File: src/sv/assert_macros.svh
// ----------------------------------------------------------------------------
// Assertion macros
// Shared wrappers for the concurrent assertions of the correlation meter.
// ----------------------------------------------------------------------------
`ifndef ASSERT_MACROS_SVH
`define ASSERT_MACROS_SVH

// Assertion on an explicit clock and active-low reset.
`define ASSERT_CLK(label, clk, rst_n, prop, msg) \
  label: assert property (@(posedge clk) disable iff (!rst_n) (prop)) else $error(msg);

// Assertion on the block clock and reset.
`define ASSERT_DEFAULT(label, prop, msg) \
  `ASSERT_CLK(label, clk_i, rst_ni, prop, msg)

`endif

File: src/sv/spcm_pkg.sv
`timescale 1ns / 1ps
// ----------------------------------------------------------------------------
// Stereo phase correlation meter package
// Types, widths and constants shared by the meter's modules.
// ----------------------------------------------------------------------------
package spcm_pkg;

  // Sample and result widths.
  localparam int SAMPLE_BITS      = 24;
  localparam int WINDOW_DEPTH_DEF = 1024;
  localparam int CORR_W           = 16;
  localparam int WEIGHT_W         = 16;
  localparam int THRESH_W         = 32;
  localparam int QUO_BITS         = 16;
  localparam int CFG_INDEX_W      = 4;
  localparam int CFG_DATA_W       = 32;

  // Running sums hold the exact window totals, capped at 64 bits.
  localparam int SUM_W_DEF = (2 * SAMPLE_BITS + $clog2(WINDOW_DEPTH_DEF) > 64) ? 64 :
                             2 * SAMPLE_BITS + $clog2(WINDOW_DEPTH_DEF);

  // Shared multiplier operand width: samples, or a 17-bit smoothing term.
  localparam int MUL_OP_W = (SAMPLE_BITS > WEIGHT_W + 1) ? SAMPLE_BITS : WEIGHT_W + 1;

  // Correlation limits in Q1.15.
  localparam logic signed [CORR_W-1:0] CORR_MAX = 16'sd32767;
  localparam logic signed [CORR_W-1:0] CORR_MIN = -16'sd32767;

  // Configuration register indexes and reset values.
  localparam logic [CFG_INDEX_W-1:0] CFG_SILENCE_THRESHOLD = 4'd0;
  localparam logic [CFG_INDEX_W-1:0] CFG_SMOOTHING_WEIGHT  = 4'd1;
  localparam logic [THRESH_W-1:0]    THRESH_RESET          = 32'd7037;
  localparam logic [WEIGHT_W-1:0]    WEIGHT_RESET          = 16'd9830;

  // Input item kinds.
  localparam logic KIND_SAMPLE = 1'b0;
  localparam logic KIND_UPDATE = 1'b1;

  typedef struct packed {
    logic                          kind;
    logic signed [SAMPLE_BITS-1:0] left_sample;
    logic signed [SAMPLE_BITS-1:0] right_sample;
  } in_item_t;

  typedef struct packed {
    logic signed [CORR_W-1:0] raw_correlation;
    logic signed [CORR_W-1:0] smoothed_correlation;
    logic                     silent;
  } out_item_t;

  // Status handed from the correlation unit to the sequencer.
  typedef struct packed {
    logic                     done;
    logic                     silent;
    logic signed [CORR_W-1:0] raw;
  } calc_res_t;

  // Top-level sequencer states.
  typedef enum logic [2:0] {
    ST_IDLE,
    ST_SAMPLE,
    ST_CALC,
    ST_SMOOTH_MUL,
    ST_SMOOTH_OUT
  } spcm_state_e;

  // Steps of a sample transfer: each but the last forms one product, accumulated in the next step.
  typedef enum logic [2:0] {
    STEP_LR,
    STEP_OLR,
    STEP_LL,
    STEP_OLL,
    STEP_RR,
    STEP_ORR,
    STEP_DONE
  } smp_step_e;

  // Correlation unit states.
  typedef enum logic [2:0] {
    C_IDLE,
    C_MUL,
    C_SQRT,
    C_CHECK,
    C_DIV,
    C_ROUND,
    C_DONE
  } calc_state_e;

endpackage

File: src/sv/spcm_calc.sv
`timescale 1ns / 1ps
`include "assert_macros.svh"
// ----------------------------------------------------------------------------
// Correlation unit
// Forms sumLR / sqrt(sumLL * sumRR) in Q1.15 with one bit-serial datapath:
// shift-add product, restoring square root, restoring division.
// ----------------------------------------------------------------------------
module spcm_calc #(
  parameter int SUM_W = spcm_pkg::SUM_W_DEF
) (
  input  logic                          clk_i,
  input  logic                          rst_ni,
  input  logic                          start_i,
  input  logic [SUM_W-1:0]              sum_cross_i,
  input  logic [SUM_W-1:0]              sum_left_i,
  input  logic [SUM_W-1:0]              sum_right_i,
  input  logic [spcm_pkg::THRESH_W-1:0] threshold_i,
  output spcm_pkg::calc_res_t           res_o
);

  import spcm_pkg::*;

  localparam int PROD_W = 2 * SUM_W;
  localparam int REM_W  = SUM_W + 3;
  localparam int CNT_W  = $clog2(SUM_W);
  localparam int CMP_W  = (SUM_W > THRESH_W) ? SUM_W : THRESH_W;

  calc_state_e state_q, state_d;
  logic [PROD_W-1:0]        p_q, p_d;
  logic [SUM_W-1:0]         mr_q, mr_d;
  logic [REM_W-1:0]         rem_q, rem_d;
  logic [SUM_W-1:0]         root_q, root_d;
  logic [CNT_W-1:0]         cnt_q, cnt_d;
  logic [QUO_BITS-1:0]      q_q, q_d;
  logic signed [CORR_W-1:0] raw_q, raw_d;
  logic                     silent_q, silent_d;

  logic                     cross_neg;
  logic [SUM_W-1:0]         cross_mag;
  logic [PROD_W-1:0]        mul_sum;
  logic [REM_W-1:0]         sq_rem_sh;
  logic [REM_W-1:0]         sq_trial;
  logic                     sq_fit;
  logic [SUM_W:0]           div_t;
  logic                     div_fit;
  logic                     is_silent;
  logic                     cnt_last;
  logic [QUO_BITS:0]        round_sum;
  logic [QUO_BITS-1:0]      round_mag;
  logic signed [CORR_W-1:0] sat_mag;

  // Sign and magnitude of the cross sum.
  assign cross_neg = sum_cross_i[SUM_W-1];
  assign cross_mag = cross_neg ? (SUM_W'(0) - sum_cross_i) : sum_cross_i;

  // Shift-add multiply step, most significant multiplier bit first.
  assign mul_sum = {p_q[PROD_W-2:0], 1'b0} + (mr_q[SUM_W-1] ? PROD_W'(sum_left_i) : '0);

  // Restoring square root step on the next two radicand bits.
  assign sq_rem_sh = {rem_q[REM_W-3:0], p_q[PROD_W-1 -: 2]};
  assign sq_trial  = REM_W'({root_q, 2'b01});
  assign sq_fit    = (sq_rem_sh >= sq_trial);

  // Restoring division step: double the remainder and try the denominator.
  assign div_t   = {rem_q[SUM_W-1:0], 1'b0};
  assign div_fit = (div_t >= {1'b0, root_q});

  assign is_silent = (root_q == '0) || (CMP_W'(root_q) < CMP_W'(threshold_i));
  assign cnt_last  = (cnt_q == '0);

  // Round the 16-bit quotient to 15 fraction bits, halves up, and saturate.
  assign round_sum = (QUO_BITS + 1)'(q_q) + 1'b1;
  assign round_mag = round_sum[QUO_BITS:1];
  assign sat_mag   = (round_mag > $unsigned(CORR_MAX)) ? CORR_MAX : $signed(round_mag);

  // Next state.
  always_comb begin
    state_d = state_q;
    case (state_q)
      C_IDLE: begin
        if (start_i) begin
          state_d = C_MUL;
        end
      end
      C_MUL: begin
        if (cnt_last) begin
          state_d = C_SQRT;
        end
      end
      C_SQRT: begin
        if (cnt_last) begin
          state_d = C_CHECK;
        end
      end
      C_CHECK: begin
        if (is_silent || (cross_mag >= root_q)) begin
          state_d = C_DONE;
        end else begin
          state_d = C_DIV;
        end
      end
      C_DIV: begin
        if (cnt_last) begin
          state_d = C_ROUND;
        end
      end
      C_ROUND: state_d = C_DONE;
      C_DONE:  state_d = C_IDLE;
      default: state_d = C_IDLE;
    endcase
  end

  // Datapath updates for each state.
  always_comb begin
    p_d      = p_q;
    mr_d     = mr_q;
    rem_d    = rem_q;
    root_d   = root_q;
    cnt_d    = cnt_q;
    q_d      = q_q;
    raw_d    = raw_q;
    silent_d = silent_q;
    case (state_q)
      C_IDLE: begin
        if (start_i) begin
          p_d   = '0;
          mr_d  = sum_right_i;
          cnt_d = CNT_W'(SUM_W - 1);
        end
      end
      C_MUL: begin
        p_d  = mul_sum;
        mr_d = {mr_q[SUM_W-2:0], 1'b0};
        if (cnt_last) begin
          cnt_d  = CNT_W'(SUM_W - 1);
          rem_d  = '0;
          root_d = '0;
        end else begin
          cnt_d = cnt_q - 1'b1;
        end
      end
      C_SQRT: begin
        p_d    = {p_q[PROD_W-3:0], 2'b00};
        rem_d  = sq_fit ? (sq_rem_sh - sq_trial) : sq_rem_sh;
        root_d = {root_q[SUM_W-2:0], sq_fit};
        cnt_d  = cnt_q - 1'b1;
      end
      C_CHECK: begin
        if (is_silent) begin
          raw_d    = '0;
          silent_d = 1'b1;
        end else if (cross_mag >= root_q) begin
          raw_d    = cross_neg ? CORR_MIN : CORR_MAX;
          silent_d = 1'b0;
        end else begin
          rem_d = REM_W'(cross_mag);
          q_d   = '0;
          cnt_d = CNT_W'(QUO_BITS - 1);
        end
      end
      C_DIV: begin
        rem_d = div_fit ? REM_W'(div_t - {1'b0, root_q}) : REM_W'(div_t);
        q_d   = {q_q[QUO_BITS-2:0], div_fit};
        cnt_d = cnt_q - 1'b1;
      end
      C_ROUND: begin
        raw_d    = cross_neg ? -sat_mag : sat_mag;
        silent_d = 1'b0;
      end
      default: begin
      end
    endcase
  end

  // Control state.
  always_ff @(posedge clk_i or negedge rst_ni) begin
    if (!rst_ni) begin
      state_q <= C_IDLE;
      cnt_q   <= '0;
    end else begin
      state_q <= state_d;
      cnt_q   <= cnt_d;
    end
  end

  // Datapath registers.
  always_ff @(posedge clk_i) begin
    p_q      <= p_d;
    mr_q     <= mr_d;
    rem_q    <= rem_d;
    root_q   <= root_d;
    q_q      <= q_d;
    raw_q    <= raw_d;
    silent_q <= silent_d;
  end

  assign res_o.done   = (state_q == C_DONE);
  assign res_o.silent = silent_q;
  assign res_o.raw    = raw_q;

  // A silent result carries a zero correlation.
  `ASSERT_DEFAULT(a_silent_zero, res_o.done && res_o.silent |-> res_o.raw == '0, "silent nonzero")
  // The raw correlation never reaches the negative full scale.
  `ASSERT_DEFAULT(a_raw_range, res_o.done |-> res_o.raw >= CORR_MIN, "raw below range")
  // A new computation starts only from the idle state.
  `ASSERT_DEFAULT(a_start_idle, start_i |-> state_q == C_IDLE, "start while busy")

endmodule

File: config.mk
export PLATFORM = sky130hd
export DESIGN_NAME = spcm_calc
export DESIGN_NICKNAME = d
export VERILOG_FILES = /design/src/sv/spcm_pkg.sv /design/src/sv/spcm_calc.sv
export VERILOG_INCLUDE_DIRS = /design/src /design/src/sv
export SDC_FILE = /design/constraint.sdc
export NUM_CORES = 1
export LEC_CHECK = 0
export ABC_CLOCK_PERIOD_IN_PS = 20100
export BUFFER_PORTS_ARGS = -buffer_cell sky130_fd_sc_hd__buf_2
export CAP_MARGIN = 0
export CORE_MARGIN = 2
export CORE_UTILIZATION = 55
export CTS_BUF_LIST = sky130_fd_sc_hd__clkbuf_4 sky130_fd_sc_hd__clkbuf_8
export DETAILED_ROUTE_END_ITERATION = 16
export PLACE_DENSITY = 0.76
export SLEW_MARGIN = 20
export SYNTH_ARGS = -nofsm -noshare
export SYNTH_HDL_FRONTEND = slang
export SYNTH_SLANG_ARGS = --single-unit
File: constraint.sdc
create_clock -name clk_i -period 20.1 [get_ports clk_i]
set_input_delay 2.01 -clock clk_i [delete_from_list [all_inputs] [get_ports clk_i]]
set_output_delay 2.01 -clock clk_i [all_outputs]
set_load 0.01 [all_outputs]
==> results.md <==
* Total GRT Usage at 32.47%
* Critical path type: input port to register
* Avg Inst Size Synth at 8.427 um^2
* Non-filler cells, final at 4576
* Total global routing overflow at 0
* Max-cap violations at 0
* Drt initial violations at 2588
* Syn Std Cell Area at 30660 um^2
* Final RePlAce weighted congestion at 1.047
* Setup Fix Bufs, Post-CTS at 0
* DRC violations left at 0
* Vert. Die Dim at 240.1 um
* Initial Util at 55.65%
* Post-synth top area share at 31.74%
* # fillers at 5059
* Static Leak at 14.44 nW
* Fin. max-slew vios at 0
* Die footprint at 57640 um^2
* Req. time, crit path at 20.42 ns
* 1st-pass router iterations at 7
* Highest-count cells in the layout ignoring fill and taps: nand2_1 (500), edfxtp_1 (324), o21ai_0 (292), ha_1 (268), nor2_1 (256)
* Top cells by area, synth: edfxtp_1 (32%), ha_1 (11%), nand2_1 (6.2%)
* Post-Syn Instances at 3638
* Die width at 240.1 um
* Initial antenna violation count at 7
* Final hold violations at 0
* Root buffer cell: clkbuf_8
* Drt wl/cell at 20.74 um
* Core area at 55090 um^2
* Largest area contributor in the netlist: edfxtp_1
* Status: completed
* Largest net degree at the start of global routing at 97
* Unrepaired setup endpoints after global routing: no
* Ports at 227
* Fmax at 134.0 MHz
* CP Capture Type: register
* Register bit count reported by yosys at 333
* Commonest non-fill, non-tap cell in the layout: nand2_1
* Worst path arrival time at 7.78 ns
* Total clock buffers created by CTS at 61
* Netlist cell types at 85
* Slew headroom at 23.16%
* Post-synth EDFFs at 324
* Final nets at 4253
* Final wirelength at 94900 um
* Post-CTS Resized at 0
* Mapped Nets at 4117
* Power Density at 110.0 nW/um^2
* CTS Buffer Depth at 3
* Number of global-route vias before repair at 26950
* Yosys Warn Count at 0
* Post-synth ARST share at 2.703%
* Crit path launch type: input port
* Ys flop type: edfxtp_1
* Cells after DPL at 4459
* Worst-Margin Slew at 1.146 ns
* Area Overhead vs Synth at 9.403%
* Clk_lat worst skew at 0.71 ns
* TritonCTS clock tree: yes
* Sequential fraction of the synthesis area at 32.47%
* CP Max Fanout at 59
* Clock transition at path regs at 0.06 ns
* Share of cells above drive strength 1 at 10.45%
* HP Class: register to register
* H-Tree Depth at 2
* Routed vias at 28530
* Port Buf Inserts at 226
* Clock Skew at 0.03361 ns
* Min Tclk post-route at 7.460 ns
* Sum Neg Setup Slack at 0 ns
* TritonCTS Sinks at 333
* Period utilisation layout at 37.12%
* Number of setup violations in the final report at 0
* Antenna Nets Post-Route at 0
* First-pass GRT wire length at 147700 um
* Avg Vias per Cell at 6.235
* Hold-fix buffers, CTS at 0
* Maximum vdd drop at 65.64 uV
* HPWL after detailed placement at 70470 um
* Row cnt at 86
[worst max-delay path, stage by stage]
cell and delay [ns]:
buf_2 0.12, or4_1 0.57, or4_4 0.53, or3_4 0.40, nand2b_4 0.18, nand2b_4 0.17
or3_1 0.51, o31ai_2 0.28, xnor2_1 0.18, ha_1 0.28, a21o_1 0.18, a21o_1 0.20
nor2_1 0.09, nand2_1 0.07, a31oi_1 0.17, o211ai_1 0.13, o221ai_1 0.25, a21oi_1 0.09
or2_2 0.39, a31oi_4 0.20, buf_4 0.71
[power by group]
part           internal [mW]  leakage [nW]  switching [mW]  total (mW)
Sequential             0.870          3.57           0.116       0.986
Clock                  0.354         0.647           0.320       0.675
Combinational          0.789          10.2            1.24        2.03
Total                   2.01          14.4            1.68        3.69
[metrics by stage]
stage | setup slack (ns) | instance area, um^2 | power, mW | util (%) | hold WS, ns
5_1_grt | 12.44 | 33530 | 3.911 | 60.87 | 0.5205
2_1_floorplan | 8.793 | 30660 | 2.424 | - | 0.4836
3_5_place_dp | 11.99 | 32300 | 2.951 | 58.64 | 0.4952
6_report | 12.64 | 33540 | 3.690 | 60.88 | 0.5040
3_3_place_gp | 12.09 | 32300 | 2.946 | 58.64 | 0.4864
4_1_cts | 12.73 | 33520 | 3.640 | 60.84 | 0.5055
[synthesized netlist by cell type, types with 13 or more instances]
cell type / n
or2_2: 14
nor2_1: 258
nand3_1: 90
xnor2_1: 196
a21oi_1: 233
o211ai_1: 50
o22ai_1: 31
mux2i_1: 47
a22o_1: 17
a31oi_1: 31
a211oi_1: 38
o21ai_0: 294
nor3_1: 61
o21bai_1: 27
nand4_1: 96
edfxtp_1: 324
a21o_1: 142
o21a_1: 27
o31ai_1: 34
nor2b_1: 24
a22oi_1: 13
or3_1: 26
ha_1: 268
a221oi_1: 14
o32ai_1: 14
xor2_1: 92
and2_1: 76
inv_1: 154
nand2_1: 503
clkbuf_1: 160
and3_1: 37
nand2b_1: 32
nor4_1: 36
[cell families (layout without fill, tap and decap cells)]
family / after synthesis / in the layout / share of synthesized area (%)
adders and majority gates: 271 / 271 / 11.10
AOI/OAI and AO/OA: 1075 / 1075 / 22.61
muxes: 52 / 52 / 1.718
xor gates and xnor gates: 288 / 288 / 8.228
and+or+nand+nor: 1288 / 1288 / 19.77
other: 0 / 8 / 0
DFF: 333 / 333 / 32.47
buffers and inverters: 331 / 513 / 4.106
[final timing paths]
path / cells past startpoint / slack (ns) / end / start
worst max-delay path: 21 / 12.64 / rem_q[21]$_DFFE_PP_ / sum_cross_i[14]
max in group asynchronous: 1 / 18.70 / state_q[0]$_DFFE_PN0P_ / rst_ni
worst min register to register: 2 / 0.50 / mr_q[6]$_DFFE_PP_ / mr_q[5]$_DFFE_PP_
worst min-delay path: 2 / 0.50 / mr_q[6]$_DFFE_PP_ / mr_q[5]$_DFFE_PP_
worst max register to register: 14 / 14.73 / rem_q[0]$_DFFE_PP_ / root_q[22]$_SDFFCE_PN0P_
min in group asynchronous: 1 / 1.17 / cnt_q[4]$_DFFE_PN0P_ / rst_ni
[cell type report]
class	count	area (um^2)	area share, %
Sequential cell	333	9956	29.68
Multi-Input combinational cell	2974	19520	58.21
Timing Repair Buffer	250	1311	3.910
Antenna cell	8	20.02	0.05969
Inverter	154	578.1	1.723
Tap cell	748	935.9	2.790
Clock buffer	77	959.7	2.861
Clock inverter	32	255.2	0.7610
[per-layer routing]
layer  GRT usage (%)  part of all wire [%]  vias up
li1                -                     -    13740
met1           42.35                    42    13350
met4           18.80                   6.1        2
met5               0                 0.014        -
met3           5.144                   7.2      271
met2           51.17                    45     1165
[sequential cells by signal (all words and copies together) (netlist names)]
| name | cells |
|---|---|
| root_q | 58 |
| p_q | 116 |
| mr_q | 58 |
| cnt_q | 6 |
| silent_q | 1 |
| state_q | 3 |
| raw_q | 16 |
| rem_q | 59 |
| q_q | 16 |
Note: power is estimated with default switching activity, not from simulation.
